$ cat src/hdl/ip_forward_filter_with_arp_learning_macros.svh
// Assertion macros used by the top-level file to check its own logic.
`ifndef IP_FORWARD_FILTER_WITH_ARP_LEARNING_MACROS_SVH
`define IP_FORWARD_FILTER_WITH_ARP_LEARNING_MACROS_SVH

// The consequent must hold in the same cycle as the antecedent.
`define IPFF_ASSERT_SAME(lbl, clk, rst, ante, cons, msg) \
   lbl: assert property (@(posedge clk) disable iff (rst) (ante) |-> (cons)) else $error(msg);

// The consequent must hold in the cycle after the antecedent.
`define IPFF_ASSERT_NEXT(lbl, clk, rst, ante, cons, msg) \
   lbl: assert property (@(posedge clk) disable iff (rst) (ante) |=> (cons)) else $error(msg);

`endif

$ cat src/hdl/ipff_pkg.sv
package ipff_pkg;

   localparam int ROUTE_ENTRIES_DEFAULT = 16;
   localparam int ARP_ENTRIES_DEFAULT   = 32;

   localparam logic [15:0] ETH_TYPE_ARP  = 16'h0806;
   localparam logic [15:0] ETH_TYPE_IPV4 = 16'h0800;

   localparam logic REQ_ROUTE_WRITE = 1'b0;
   localparam logic REQ_FRAME       = 1'b1;

   localparam int REQ_DATA_W = 296;
   localparam int RSP_DATA_W = 88;

   typedef enum logic [3:0] {
      ST_ROUTE        = 4'd0,
      ST_TYPE_IGN     = 4'd1,
      ST_ARP_IGN      = 4'd2,
      ST_ARP_LEARN    = 4'd3,
      ST_ARP_FULL     = 4'd4,
      ST_FORWARD      = 4'd5,
      ST_SRC_NONLOCAL = 4'd6,
      ST_DST_LOCAL    = 4'd7,
      ST_MAC_MISMATCH = 4'd8
   } status_type;

   typedef struct packed {
      logic       load;
      logic       scan;
      logic       route_wr;
      logic       arp_wr;
      logic       rsp_load;
      status_type status;
   } cmd_type;

   typedef struct packed {
      logic needs_scan;
      logic is_route;
      logic is_arp;
      logic is_ipv4;
      logic tmac_zero;
      logic scan_last;
      logic src_hit;
      logic dst_hit;
      logic arp_hit;
      logic mac_eq;
      logic free_found;
      logic rsp_busy;
   } stat_type;

endpackage

$ cat src/hdl/ip_forward_filter_with_arp_learning.sv
// IPv4 forward filter with ARP learning. Each request transaction is either a
// route-table write (tuser 0) or a parsed frame header (tuser 1), and each
// produces exactly one response transaction carrying a status code. ARP frames
// teach the block IP-to-MAC pairs; IPv4 frames are forwarded only when the
// source lies in a known route (longest prefix, earlier slot wins a tie), the
// destination does not, and, if own_ip is known to ARP, the frame's destination
// MAC equals the learned one. One transaction is worked at a time. A route
// write or a frame that needs no table lookup goes from idle straight to the
// decision state; an IPv4 frame, or an ARP frame with a nonzero target MAC,
// first runs a scan of max(ROUTE_ENTRIES, ARP_ENTRIES) slots that reads one
// route slot and one ARP slot per cycle from the table memories. A new request is
// accepted as soon as the block is back in idle, even while the previous
// response still waits to be taken. Valid marks of both tables clear at reset,
// so no clearing pass is needed.
`include "ip_forward_filter_with_arp_learning_macros.svh"

module ip_forward_filter_with_arp_learning #(
   parameter int ROUTE_ENTRIES = ipff_pkg::ROUTE_ENTRIES_DEFAULT,
   parameter int ARP_ENTRIES   = ipff_pkg::ARP_ENTRIES_DEFAULT
) (
   input  logic                            clock,
   input  logic                            reset,
   // Configuration: own_ip, written whenever csr_we is high.
   input  logic                            csr_we,
   input  logic [31:0]                     csr_wdata,
   input  logic                            req_tvalid,
   output logic                            req_tready,
   // route_index[3:0], route_valid[4], route_net[36:5], route_mask[68:37],
   // ether_type[84:69], src_ip[116:85], dst_ip[148:117], frame_dst_mac[196:149],
   // arp_sender_mac[244:197], arp_target_mac[292:245], zero pad [295:293]
   input  logic [ipff_pkg::REQ_DATA_W-1:0] req_tdata,
   // req_type[0]
   input  logic                            req_tuser,
   output logic                            rsp_tvalid,
   input  logic                            rsp_tready,
   // status[3:0], learned_ip[35:4], learned_mac[83:36], src_route[87:84]
   output logic [ipff_pkg::RSP_DATA_W-1:0] rsp_tdata
);

   logic [31:0]        own_ip_ff;
   ipff_pkg::cmd_type  cmd;
   ipff_pkg::stat_type stat;

   // The user must change the own address only while the block is idle; the block itself does not enforce this.
   always_ff @(posedge clock) begin
      if (reset) begin
         own_ip_ff <= '0;
      end else if (csr_we) begin
         own_ip_ff <= csr_wdata;
      end
   end

   // Sequencer: idle, table scan, decision and response load.
   ipff_ctrl u_ctrl (
      .clock      (clock),
      .reset      (reset),
      .req_tvalid (req_tvalid),
      .req_tready (req_tready),
      .stat       (stat),
      .cmd        (cmd)
   );

   // Tables, scan comparators and output register.
   ipff_datapath #(
      .ROUTE_ENTRIES (ROUTE_ENTRIES),
      .ARP_ENTRIES   (ARP_ENTRIES)
   ) u_datapath (
      .clock      (clock),
      .reset      (reset),
      .req_tdata  (req_tdata),
      .req_tuser  (req_tuser),
      .own_ip     (own_ip_ff),
      .cmd        (cmd),
      .stat       (stat),
      .rsp_tvalid (rsp_tvalid),
      .rsp_tready (rsp_tready),
      .rsp_tdata  (rsp_tdata)
   );

   // After a request is taken the block is busy in the next cycle.
   `IPFF_ASSERT_NEXT(a_busy_after_accept, clock, reset, req_tvalid && req_tready, !req_tready, "request accepted while busy")
   // Learned pair is reported only with a learn status.
   `IPFF_ASSERT_SAME(a_learn_fields, clock, reset, rsp_tvalid && (rsp_tdata[3:0] != ipff_pkg::ST_ARP_LEARN), (rsp_tdata[83:4] == 80'd0), "learned fields nonzero")
   // Source route is reported only with a forward status.
   `IPFF_ASSERT_SAME(a_route_field, clock, reset, rsp_tvalid && (rsp_tdata[3:0] != ipff_pkg::ST_FORWARD), (rsp_tdata[87:84] == 4'd0), "src_route nonzero")

endmodule

$ cat src/hdl/ipff_ctrl.sv
module ipff_ctrl (
   input  logic               clock,
   input  logic               reset,
   input  logic               req_tvalid,
   output logic               req_tready,
   input  ipff_pkg::stat_type stat,
   output ipff_pkg::cmd_type  cmd
);

   typedef enum logic [2:0] {
      S_IDLE   = 3'b001,
      S_SCAN   = 3'b010,
      S_DECIDE = 3'b100
   } state_type;

   state_type state_ff, state_in;
   ipff_pkg::status_type verdict;
   logic arp_store;

   assign req_tready = (state_ff == S_IDLE);

   // Decision from request type and any scan; checks run in the filter's order.
   always_comb begin
      arp_store = 1'b0;
      if (stat.is_route) begin
         verdict = ipff_pkg::ST_ROUTE;
      end else if (stat.is_arp) begin
         if (stat.tmac_zero || (stat.arp_hit && stat.mac_eq)) begin
            verdict = ipff_pkg::ST_ARP_IGN;
         end else if (!stat.arp_hit && !stat.free_found) begin
            verdict = ipff_pkg::ST_ARP_FULL;
         end else begin
            verdict   = ipff_pkg::ST_ARP_LEARN;
            arp_store = 1'b1;
         end
      end else if (stat.is_ipv4) begin
         if (!stat.src_hit) begin
            verdict = ipff_pkg::ST_SRC_NONLOCAL;
         end else if (stat.dst_hit) begin
            verdict = ipff_pkg::ST_DST_LOCAL;
         end else if (stat.arp_hit && !stat.mac_eq) begin
            verdict = ipff_pkg::ST_MAC_MISMATCH;
         end else begin
            verdict = ipff_pkg::ST_FORWARD;
         end
      end else begin
         verdict = ipff_pkg::ST_TYPE_IGN;
      end
   end

   always_comb begin
      state_in = state_ff;
      cmd      = '0;
      cmd.status = verdict;
      unique case (state_ff)
         S_IDLE: begin
            if (req_tvalid) begin
               cmd.load = 1'b1;
               state_in = stat.needs_scan ? S_SCAN : S_DECIDE;
            end
         end
         S_SCAN: begin
            cmd.scan = 1'b1;
            if (stat.scan_last) begin
               state_in = S_DECIDE;
            end
         end
         S_DECIDE: begin
            if (!stat.rsp_busy) begin
               cmd.rsp_load = 1'b1;
               cmd.route_wr = stat.is_route;
               cmd.arp_wr   = arp_store;
               state_in     = S_IDLE;
            end
         end
         default: state_in = S_IDLE;
      endcase
   end

   always_ff @(posedge clock) begin
      if (reset) begin
         state_ff <= S_IDLE;
      end else begin
         state_ff <= state_in;
      end
   end

endmodule

$ cat src/hdl/ipff_datapath.sv
module ipff_datapath #(
   parameter int ROUTE_ENTRIES = ipff_pkg::ROUTE_ENTRIES_DEFAULT,
   parameter int ARP_ENTRIES   = ipff_pkg::ARP_ENTRIES_DEFAULT
) (
   input  logic                            clock,
   input  logic                            reset,
   input  logic [ipff_pkg::REQ_DATA_W-1:0] req_tdata,
   input  logic                            req_tuser,
   input  logic [31:0]                     own_ip,
   input  ipff_pkg::cmd_type               cmd,
   output ipff_pkg::stat_type              stat,
   output logic                            rsp_tvalid,
   input  logic                            rsp_tready,
   output logic [ipff_pkg::RSP_DATA_W-1:0] rsp_tdata
);

   localparam int RW = (ROUTE_ENTRIES > 1) ? $clog2(ROUTE_ENTRIES) : 1;
   localparam int AW = (ARP_ENTRIES > 1) ? $clog2(ARP_ENTRIES) : 1;
   localparam int SCAN_LEN = (ROUTE_ENTRIES > ARP_ENTRIES) ? ROUTE_ENTRIES : ARP_ENTRIES;
   localparam int CW = $clog2(SCAN_LEN + 1);

   // Captured request.
   logic        type_ff;
   logic [3:0]  ridx_ff;
   logic        rvalid_ff;
   logic [31:0] rnet_ff, rmask_ff, src_ff, dst_ff;
   logic [15:0] ftype_ff;
   logic [47:0] fdmac_ff, smac_ff, tmac_ff;

   // Tables.
   logic [31:0] route_net_mem  [ROUTE_ENTRIES];
   logic [31:0] route_mask_mem [ROUTE_ENTRIES];
   logic [31:0] arp_key_mem    [ARP_ENTRIES];
   logic [47:0] arp_mac_mem    [ARP_ENTRIES];
   logic [ROUTE_ENTRIES-1:0] route_valid_ff;
   logic [ARP_ENTRIES-1:0]   arp_valid_ff;

   // Scan pipeline.
   logic [CW-1:0] cnt_ff;
   logic [CW-1:0] idx_d_ff;
   logic          rt_v_ff, ar_v_ff;
   logic [31:0]   rt_net_rd_ff, rt_mask_rd_ff, ar_key_rd_ff;
   logic [47:0]   ar_mac_rd_ff;
   logic          issue;

   // Lookup results.
   logic          src_hit_ff, dst_hit_ff, arp_hit_ff, free_ff;
   logic [RW-1:0] src_best_ff;
   logic [31:0]   src_mask_ff;
   logic [AW-1:0] arp_slot_ff, free_slot_ff;
   logic [47:0]   arp_mac_ff;

   logic          rsp_valid_ff;
   ipff_pkg::status_type rsp_status_ff;
   logic [31:0]   rsp_ip_ff;
   logic [47:0]   rsp_mac_ff;
   logic [3:0]    rsp_route_ff;

   logic          is_frame, is_arp, is_ipv4;
   logic          in_frame, in_arp, in_ipv4, in_tmac_zero;
   logic [RW-1:0] ridx_rd;
   logic [AW-1:0] aidx_rd;
   logic          rmatch_src, rmatch_dst, amatch, afree;
   logic [31:0]   arp_lookup_ip;
   logic [AW-1:0] arp_wr_addr;
   logic [RW-1:0] route_wr_addr;

   assign in_frame     = (req_tuser == ipff_pkg::REQ_FRAME);
   assign in_arp       = in_frame && (req_tdata[84:69] == ipff_pkg::ETH_TYPE_ARP);
   assign in_ipv4      = in_frame && (req_tdata[84:69] == ipff_pkg::ETH_TYPE_IPV4);
   assign in_tmac_zero = (req_tdata[292:245] == 48'd0);

   always_ff @(posedge clock) begin
      if (cmd.load) begin
         type_ff   <= req_tuser;
         ridx_ff   <= req_tdata[3:0];
         rvalid_ff <= req_tdata[4];
         rnet_ff   <= req_tdata[36:5];
         rmask_ff  <= req_tdata[68:37];
         ftype_ff  <= req_tdata[84:69];
         src_ff    <= req_tdata[116:85];
         dst_ff    <= req_tdata[148:117];
         fdmac_ff  <= req_tdata[196:149];
         smac_ff   <= req_tdata[244:197];
         tmac_ff   <= req_tdata[292:245];
      end
   end

   assign is_frame = (type_ff == ipff_pkg::REQ_FRAME);
   assign is_arp   = is_frame && (ftype_ff == ipff_pkg::ETH_TYPE_ARP);
   assign is_ipv4  = is_frame && (ftype_ff == ipff_pkg::ETH_TYPE_IPV4);

   assign arp_lookup_ip = is_arp ? src_ff : own_ip;

   // Scan counter walks both tables; read data is registered and returns in the next cycle.
   assign issue = cmd.scan && (cnt_ff != CW'(SCAN_LEN));

   always_ff @(posedge clock) begin
      if (reset) begin
         cnt_ff  <= '0;
         rt_v_ff <= 1'b0;
         ar_v_ff <= 1'b0;
      end else begin
         if (cmd.load) begin
            cnt_ff <= '0;
         end else if (issue) begin
            cnt_ff <= cnt_ff + CW'(1);
         end
         rt_v_ff <= issue && (int'(cnt_ff) < ROUTE_ENTRIES);
         ar_v_ff <= issue && (int'(cnt_ff) < ARP_ENTRIES);
      end
   end

   always_ff @(posedge clock) begin
      idx_d_ff <= cnt_ff;
      if (issue) begin
         rt_net_rd_ff  <= route_net_mem[cnt_ff[RW-1:0]];
         rt_mask_rd_ff <= route_mask_mem[cnt_ff[RW-1:0]];
         ar_key_rd_ff  <= arp_key_mem[cnt_ff[AW-1:0]];
         ar_mac_rd_ff  <= arp_mac_mem[cnt_ff[AW-1:0]];
      end
   end

   assign ridx_rd = idx_d_ff[RW-1:0];
   assign aidx_rd = idx_d_ff[AW-1:0];

   assign rmatch_src = rt_v_ff && route_valid_ff[ridx_rd] &&
                       ((src_ff & rt_mask_rd_ff) == rt_net_rd_ff);
   assign rmatch_dst = rt_v_ff && route_valid_ff[ridx_rd] &&
                       ((dst_ff & rt_mask_rd_ff) == rt_net_rd_ff);
   assign amatch = ar_v_ff && arp_valid_ff[aidx_rd] && (ar_key_rd_ff == arp_lookup_ip);
   assign afree  = ar_v_ff && !arp_valid_ff[aidx_rd];

   // Longest prefix keeps the earlier entry on an equal mask; ARP keeps the first hit.
   always_ff @(posedge clock) begin
      if (cmd.load) begin
         src_hit_ff <= 1'b0;
         dst_hit_ff <= 1'b0;
         arp_hit_ff <= 1'b0;
         free_ff    <= 1'b0;
      end else begin
         if (rmatch_src && (!src_hit_ff || (rt_mask_rd_ff > src_mask_ff))) begin
            src_hit_ff  <= 1'b1;
            src_best_ff <= ridx_rd;
            src_mask_ff <= rt_mask_rd_ff;
         end
         if (rmatch_dst) begin
            dst_hit_ff <= 1'b1;
         end
         if (amatch && !arp_hit_ff) begin
            arp_hit_ff  <= 1'b1;
            arp_slot_ff <= aidx_rd;
            arp_mac_ff  <= ar_mac_rd_ff;
         end
         if (afree && !free_ff) begin
            free_ff      <= 1'b1;
            free_slot_ff <= aidx_rd;
         end
      end
   end

   assign route_wr_addr = RW'(ridx_ff);
   assign arp_wr_addr   = arp_hit_ff ? arp_slot_ff : free_slot_ff;

   always_ff @(posedge clock) begin
      if (cmd.route_wr && ({5'd0, ridx_ff} < 9'(ROUTE_ENTRIES))) begin
         route_net_mem[route_wr_addr]  <= rnet_ff;
         route_mask_mem[route_wr_addr] <= rmask_ff;
      end
      if (cmd.arp_wr) begin
         arp_key_mem[arp_wr_addr] <= src_ff;
         arp_mac_mem[arp_wr_addr] <= smac_ff;
      end
   end

   always_ff @(posedge clock) begin
      if (reset) begin
         route_valid_ff <= '0;
         arp_valid_ff   <= '0;
      end else begin
         if (cmd.route_wr && ({5'd0, ridx_ff} < 9'(ROUTE_ENTRIES))) begin
            route_valid_ff[route_wr_addr] <= rvalid_ff;
         end
         if (cmd.arp_wr) begin
            arp_valid_ff[arp_wr_addr] <= 1'b1;
         end
      end
   end

   // Output register.
   always_ff @(posedge clock) begin
      if (reset) begin
         rsp_valid_ff <= 1'b0;
      end else if (cmd.rsp_load) begin
         rsp_valid_ff <= 1'b1;
      end else if (rsp_tready) begin
         rsp_valid_ff <= 1'b0;
      end
   end

   always_ff @(posedge clock) begin
      if (cmd.rsp_load) begin
         rsp_status_ff <= cmd.status;
         rsp_ip_ff     <= (cmd.status == ipff_pkg::ST_ARP_LEARN) ? src_ff : 32'd0;
         rsp_mac_ff    <= (cmd.status == ipff_pkg::ST_ARP_LEARN) ? smac_ff : 48'd0;
         rsp_route_ff  <= (cmd.status == ipff_pkg::ST_FORWARD) ? 4'(src_best_ff) : 4'd0;
      end
   end

   assign rsp_tvalid = rsp_valid_ff;
   assign rsp_tdata  = {rsp_route_ff, rsp_mac_ff, rsp_ip_ff, rsp_status_ff};

   always_comb begin
      stat.needs_scan = in_ipv4 || (in_arp && !in_tmac_zero);
      stat.is_route   = (type_ff == ipff_pkg::REQ_ROUTE_WRITE);
      stat.is_arp     = is_arp;
      stat.is_ipv4    = is_ipv4;
      stat.tmac_zero  = (tmac_ff == 48'd0);
      stat.scan_last  = (cnt_ff == CW'(SCAN_LEN));
      stat.src_hit    = src_hit_ff;
      stat.dst_hit    = dst_hit_ff;
      stat.arp_hit    = arp_hit_ff;
      stat.mac_eq     = (arp_mac_ff == (is_arp ? smac_ff : fdmac_ff));
      stat.free_found = free_ff;
      stat.rsp_busy   = rsp_valid_ff && !rsp_tready;
   end

endmodule
$ cat config.mk
export PLATFORM = sky130hd
export DESIGN_NAME = ip_forward_filter_with_arp_learning
export DESIGN_NICKNAME = d
export VERILOG_FILES = /design/src/hdl/ipff_pkg.sv /design/src/hdl/ip_forward_filter_with_arp_learning.sv /design/src/hdl/ipff_ctrl.sv /design/src/hdl/ipff_datapath.sv
export VERILOG_INCLUDE_DIRS = /design/src /design/src/hdl
export SDC_FILE = /design/constraint.sdc
export NUM_CORES = 2
export LEC_CHECK = 0
export BUFFER_PORTS_ARGS = -buffer_cell sky130_fd_sc_hd__buf_2
export CORE_MARGIN = 2
export CORE_UTILIZATION = 55
export DETAILED_ROUTE_END_ITERATION = 16
export PLACE_DENSITY = 0.76
export SLEW_MARGIN = 10
export SYNTH_ARGS = -nofsm -noshare
export SYNTH_HDL_FRONTEND = slang
export SYNTH_SLANG_ARGS = --single-unit
export TNS_END_PERCENT = 20
$ cat constraint.sdc
create_clock -name clock -period 22 [get_ports clock]
set_input_delay 3.3 -clock clock [delete_from_list [all_inputs] [get_ports clock]]
set_output_delay 3.3 -clock clock [all_outputs]
set_load 0.1 [all_outputs]
### Yosys cells after proc, flatten, opt, wreduce, memory -nomap -nowiden

Memory sizes are Yosys's and may differ from the RTL's. A register that Yosys moved wholly into a read port is not among the register bits.
Index checks and enable logic that the tools add are counted.

* add/subtract/negate cells: 1
* order comparisons: 9
* equality and inequality tests: 18
* mux-type cells: 40
* bitwise operators: 5
* reductions and logical operators: 41

Operators by type and width (number)
* == test 32 bit: 3
* logical NOT 48 bit: 2
* AND 32 bit: 2
* == test 16 x 12 -> 1 bit (second input constant): 4
* == test 48 bit: 1
* two-way mux 48 bit: 1
* greater-than comparator 32 bit: 1
* two-way mux 32 bit: 1
* bitwise OR 32 bit: 1
* two-way mux 4 bit: 7
* logical AND 1 bit: 23
* two-way mux 3 bit: 7
* two-way mux 1 bit: 17
* bitwise mux 16 bit: 1
* < comparator 5 x 6 -> 1 bit (second input constant): 2
* < comparator 4 x 5 -> 1 bit (second input constant): 2
* case mux 3 bit (3 select lines): 1
* logical NOT 1 bit: 7
* adder 6 x 1 -> 6 bit (second input constant): 1
* == test 6 bit (second input constant): 1
* < comparator 6 x 5 -> 1 bit (second input constant): 1
* < comparator 6 bit (second input constant): 1
* inequality test 2 bit (second input constant): 3
* inequality test 6 bit (second input constant): 1
* other kinds (18): 23

* register bits after elaboration: 577
* RAM bits: 3584
* input port bits: 334
* output and inout bits: 90
* logic and storage cells: 151
* memories: 4

Memories
* u_datapath.arp_mac_mem: depth 32, bits a word 48, rd ports 1, clocked after Yosys merged registers in 1, wr ports 1, line ipff_datapath.sv:34 `logic [47:0] arp_mac_mem [ARP_ENTRIES];`
* u_datapath.arp_key_mem: depth 32, bits a word 32, rd ports 1, clocked after Yosys merged registers in 1, wr ports 1, line ipff_datapath.sv:33 `logic [31:0] arp_key_mem [ARP_ENTRIES];`
* u_datapath.route_mask_mem: depth 16, bits a word 32, rd ports 1, clocked after Yosys merged registers in 1, wr ports 1, line ipff_datapath.sv:32 `logic [31:0] route_mask_mem [ROUTE_ENTRIES];`
* u_datapath.route_net_mem: depth 16, bits a word 32, rd ports 1, clocked after Yosys merged registers in 1, wr ports 1, line ipff_datapath.sv:31 `logic [31:0] route_net_mem [ROUTE_ENTRIES];`

### Depth between registers and ports, before layout

* depth in word-level cells: 13
* mapped depth: 12
* gate-level depth less buffers: 11

### By module

From an unflattened synthesis, not the netlist that was laid out.

* cell total of the unflattened synthesis: 6878
* area, all modules: 162547.1 sq um

By module, submodules not included
* ipff_datapath: instances 1, cells each 6737, area each 161083.2 sq um, sequential area each 127562.3 sq um
* ip_forward_filter_with_arp_learning: instances 1, cells each 103, area each 1163.6 sq um, sequential area each 640.6 sq um
* ipff_ctrl: instances 1, cells each 38, area each 300.3 sq um, sequential area each 60.1 sq um

### Least setup slack after synthesis

Ideal clock, no wire load.

* path kind: reg-to-reg
* start point: reg u_datapath.cnt_ff[0]
* end point: reg u_datapath.cnt_ff[5]
* setup time: 0.124 ns
* arrival: 15.148 ns
* data required time: 21.876 ns
* setup slack: 6.729 ns
* cell stages (with the launch flop): 13
* path buffers: 4
* clock period less this slack: 15.271 ns
* cells stage by stage: dfxtp_1 > clkbuf_1 > buf_2 > buf_2 > clkbuf_1 > inv_1 > ha_1 > nor4b_1 > a211oi_1 > inv_1 > or4_1 > xor2_1 > nor2_1

* word-level cells in the longest chain between the ends: 2
* elaborated cells between the ends (all ways): 3
* those cells by class: 1 x add/sub; 1 x eq/ne; 1 x reduce/logical

RTL lines
* start: declaration: line ipff_datapath.sv:39 `logic [CW-1:0] cnt_ff;`
* start signal: assignment: line ipff_datapath.sv:107 `cnt_ff <= cnt_ff + CW'(1);`
* inequality test 6 bit: line ipff_datapath.sv:96 `assign issue = cmd.scan && (cnt_ff != CW'(SCAN_LEN));`
* logical AND 1 bit: line ipff_datapath.sv:96
* named net u_datapath.issue: line ipff_datapath.sv:44 `logic issue;`

The timed path passes the listed nets, and every way through them passes these cells.
A chain may end at the register's enable or synchronous reset.

### Worst setup path after layout

* start point: reg u_datapath.type_ff (netlist: u_datapath.is_frame)
* end point: mem u_datapath.arp_mac_mem[8][15] (enable)

* word-level cells in the longest chain between the ends: 12

RTL lines
* start: declaration: line ipff_datapath.sv:23 `logic type_ff;`
* start signal: assignment: line ipff_datapath.sv:75 `type_ff <= req_tuser;`
* logical AND 1 bit: line ipff_datapath.sv:90 `assign is_arp = is_frame && (ftype_ff == ipff_pkg::ETH_TYPE_ARP);`
* two-way mux 48 bit: line ipff_datapath.sv:223 `stat.mac_eq = (arp_mac_ff == (is_arp ? smac_ff : fdmac_ff));`
* == test 48 bit: line ipff_datapath.sv:223
* logical AND 1 bit: line ipff_ctrl.sv:28 `if (stat.tmac_zero || (stat.arp_hit && stat.mac_eq)) begin`
* logical OR 1 bit: line ipff_ctrl.sv:28
* two-way mux 1 bit: line ipff_ctrl.sv:28
* two-way mux 1 bit: line ipff_ctrl.sv:27 `end else if (stat.is_arp) begin`
* two-way mux 1 bit (*): line ipff_ctrl.sv:25 `if (stat.is_route) begin`
* two-way mux 3 bit (*): line ipff_ctrl.sv:69 `if (!stat.rsp_busy) begin`
* two-way mux 3 bit (*): line ipff_ctrl.sv:55 `unique case (state_ff)`
* two-way mux 1 bit (*): line ipff_datapath.sv:170 `if (cmd.arp_wr) begin`
* two-way mux 1 bit (implied by the code) (*): line ipff_datapath.sv:172 `arp_mac_mem[arp_wr_addr] <= smac_ff;`
* end: declaration: line ipff_datapath.sv:34

Mark *: on every way between the ends. The rest lies on a longest branch, timed or not.

==> results.tsv <==
stage	metric	value	unit
clock_network	CTS Hold Buffers Added	0	
synth	Post-synth EDFFs	4204	
synth	sequential area share after synthesis	0.7894	
place	Final HPWL DP	223.9	mm
synth	most common cell in the netlist	edfxtp_1	
setup_path	critical path launch point type	flop	
sta	worst-margin pin slew	1.308	ns
finish	Final nets	7965	
sta	Peak Freq	0.1245	GHz
routing	DRT Pass-1 Iters	7	
synth	top post-synthesis cells by area	edfxtp_1 (78%), mux4_2 (16%), dfxtp_1 (1.2%), xor2_1 (0.69%), mux2_2 (0.58%)	
job	Max-cap violations	0	
routing	post-route ant nets	0	
routing	DRC Markers	0	
power	IR drop worst, VDD	0.09792	mV
worst_hold_path	Hold WC Path Type	flop to flop	
synth	Commonest cells post-synth	edfxtp_1 (4204), mux4_2 (1134), clkbuf_1 (205)	
setup_path	Worst path top cell family by delay	simple AND/OR/NAND/NOR gates	
sta	final worst path period share	0.3651	
clock_network	CTS tree	yes	
clock_network	clock net sink count	4305	
clock_network	Longest Clk Path Bufs	4	
sta	Setup Skew	0.06012	ns
setup_path	CP bufs+invs	3	
synth	yosys warns	0	
grt	initial antenna violation count	41	
sta	Final setup viols	0	
routing	Vias	80360	
place	Port Buffers	420	
finish	final std cells w/o fill	11880	
finish	share of layout cells above drive strength 1	0.3183	
floorplan	io pins	424	
clock_network	post-cts sizing count	0	
setup_path	Critical Path End Type	flop	
grt	GRT overflow	0	
sta	Slew Limit Headroom	0.1280	
setup_path	CP max FO	64	
finish	area grow syn2layout	13.35	%
synth	FF+latch count, synth	4305	
setup_path	CP arrival	8.59	ns
run_status	status	finished, final reports clean	
grt	vias in the first global route	82270	
sta	max-slew violations	0	
setup_path	Slowest cell on crit path	nor2_4	
synth	synthesized area	0.1625	mm2
routing	DRT Wirelength	436.2	mm
sta	unrepaired setup endpoints after global routing	no	
synth	Synth top area share	0.7769	
synth	syn_area_per_cell	23.74	um2
routing	Avg Vias per Cell	6.765	
floorplan	Die W	547.5	um
power	Power Density	90.09	mW/mm2
place	global placement routability congestion	0.8766	
setup_path	Crit Path Class	flop to flop	
routing	DRT iter0 DRCs	13900	
power	static leakage	56.80	nW
sta	final hold violations	0	
setup_path	worst-path cell chain	nor4b_4 > and4_1 > nand2_1 > o31a_1 > and4_1 > o2111a_2 > a31oi_4 > buf_4 > nand2_1 > nor2_4 > buf_4 > buf_4	
grt	largest net degree at the start of global routing	150	
floorplan	Placement Rows	199	
clock_network	worst skew pair latency	0.98	ns
finish	fillers	18620	
synth	top_reg_cell synth	edfxtp_1	
clock_network	cts bufs inserted	414	
floorplan	core area	0.2938	mm2
clock_network	setup bufs post-CTS	0	
synth	Syn Nets	7212	
grt	first-pass GRT wire length	612.1	mm
power	total power	0.01659	W
synth	Post-Synthesis Cells	6844	
clock_network	clock root buffer	clkbuf_16	
synth	biggest area consumer among synthesized cells	edfxtp_1	
synth	Async SR Flop Fraction	0	
sta	setup TNS	0	ns
setup_path	max incr delay on CP	0.95	ns
routing	DR WL/cell	36.72	um
place	Inst Count DP	11100	
clock_network	Worst-path clk slew	0.06	ns
floorplan	Die H	547.5	um
sta	Period minus WS final	8.033	ns
clock_network	htree depth	5	
setup_path	cell mode on critical path	buf_4	
synth	unique cell type count in the Yosys netlist	67	
floorplan	die area	0.2998	mm2
grt	GRT Resource Usage Total	0.2905	
floorplan	starting density of the core	0.5530	
setup_path	required time worst endpoint	22.56	ns
[flip-flops by register name (all words and copies together) (netlist names), 48 cells and up]
name,count
u_datapath.arp_mac_mem,1536
u_datapath.smac_ff,48
u_datapath.arp_key_mem,1024
u_datapath.rsp_mac_ff,48
u_datapath.fdmac_ff,48
u_datapath.tmac_ff,48
u_datapath.route_net_mem,512
u_datapath.ar_mac_rd_ff,48
u_datapath.arp_mac_ff,48
u_datapath.route_mask_mem,512
[report_power, final]
group | internal [W] | leakage [nW] | switching, W
clock network | 0.00409 | 6.64 | 0.00307
registers | 0.00908 | 38.8 | 0.0000900
logic | 0.0000544 | 11.3 | 0.000204
total | 0.0132 | 56.8 | 0.00336
[kinds of logic (layout without fill, tap and decap cells)]
logic type	count (synthesis)	count (layout)	share of synthesized area
buf+inv	366	1463	0.008802
xor+xnor	177	177	0.009541
mux	1279	1279	0.1668
compound gates	162	162	0.006677
flops	4305	4305	0.7894
simple gates	521	521	0.01622
fa+ha+maj	34	34	0.002618
other cells	0	19	0
[cells in the final DEF, fill, tap and decap left out, drive strengths merged, types with 84 or more instances in the layout]
cell    instances
dfxtp         101
edfxtp       4204
clkinv        179
nand2         112
clkbuf        505
nor2          154
buf           639
xor2          128
mux4         1134
mux2           84
[worst register-to-register path, cell delays in order (launching register included)]
cell and delay, ns:
edfxtp_1 0.58, nor4b_4 0.34, and4_1 0.81, nand2_1 0.65
o31a_1 0.43, and4_1 0.23, o2111a_2 0.34, a31oi_4 0.24
buf_4 0.67, nand2_1 0.75, nor2_4 0.96, buf_4 0.82
buf_4 0.81
[metrics by stage]
stage	cell area, um2	hold slack, ns	utilization	setup WS, ns
detailed placement	170500	0.4045	0.5802	13.57
finish	184200	0.4138	0.6269	13.97
CTS	184100	0.4190	0.6265	14.15
global placement	170500	0.4005	0.5802	13.69
global route	184100	0.4255	0.6267	13.88
floorplan	162500	0.3290	-	6.729
[routing by layer]
layer / share of wire / global-route usage / wire, um
met5: 0.00016 / 0 / 70
met3: 0.12 / 0.06269 / 53900
met2: 0.49 / 0.4670 / 212000
met1: 0.34 / 0.3868 / 147800
met4: 0.051 / 0.1301 / 22450
[final cells by class]
type | instances | area, um2 | area share
Timing Repair Buffer | 639 | 3899 | 0.02117
Antenna cell | 19 | 47.55 | 0.0002581
Clock inverter | 255 | 2636 | 0.01431
Tap cell | 3919 | 4903 | 0.02662
Multi-Input combinational cell | 2173 | 33190 | 0.1802
Inverter | 64 | 252.7 | 0.001372
Clock buffer | 505 | 10970 | 0.05954
Sequential cell | 4305 | 128300 | 0.6965
[path summary, 6_finish.rpt]
kind | end | from | slack (ns) | cells after the start
worst max register to register | u_datapath.arp_mac_mem[8][15] | u_datapath.is_frame | 13.97 | 12
worst min-delay path | u_datapath.arp_mac_ff[19] | u_datapath.ar_mac_rd_ff[19] | 0.41 | 0
worst max-delay path | u_datapath.arp_mac_mem[8][15] | u_datapath.is_frame | 13.97 | 12
worst min register to register | u_datapath.arp_mac_ff[19] | u_datapath.ar_mac_rd_ff[19] | 0.41 | 0
No activity file was read; power rests on OpenSTA's default activity.
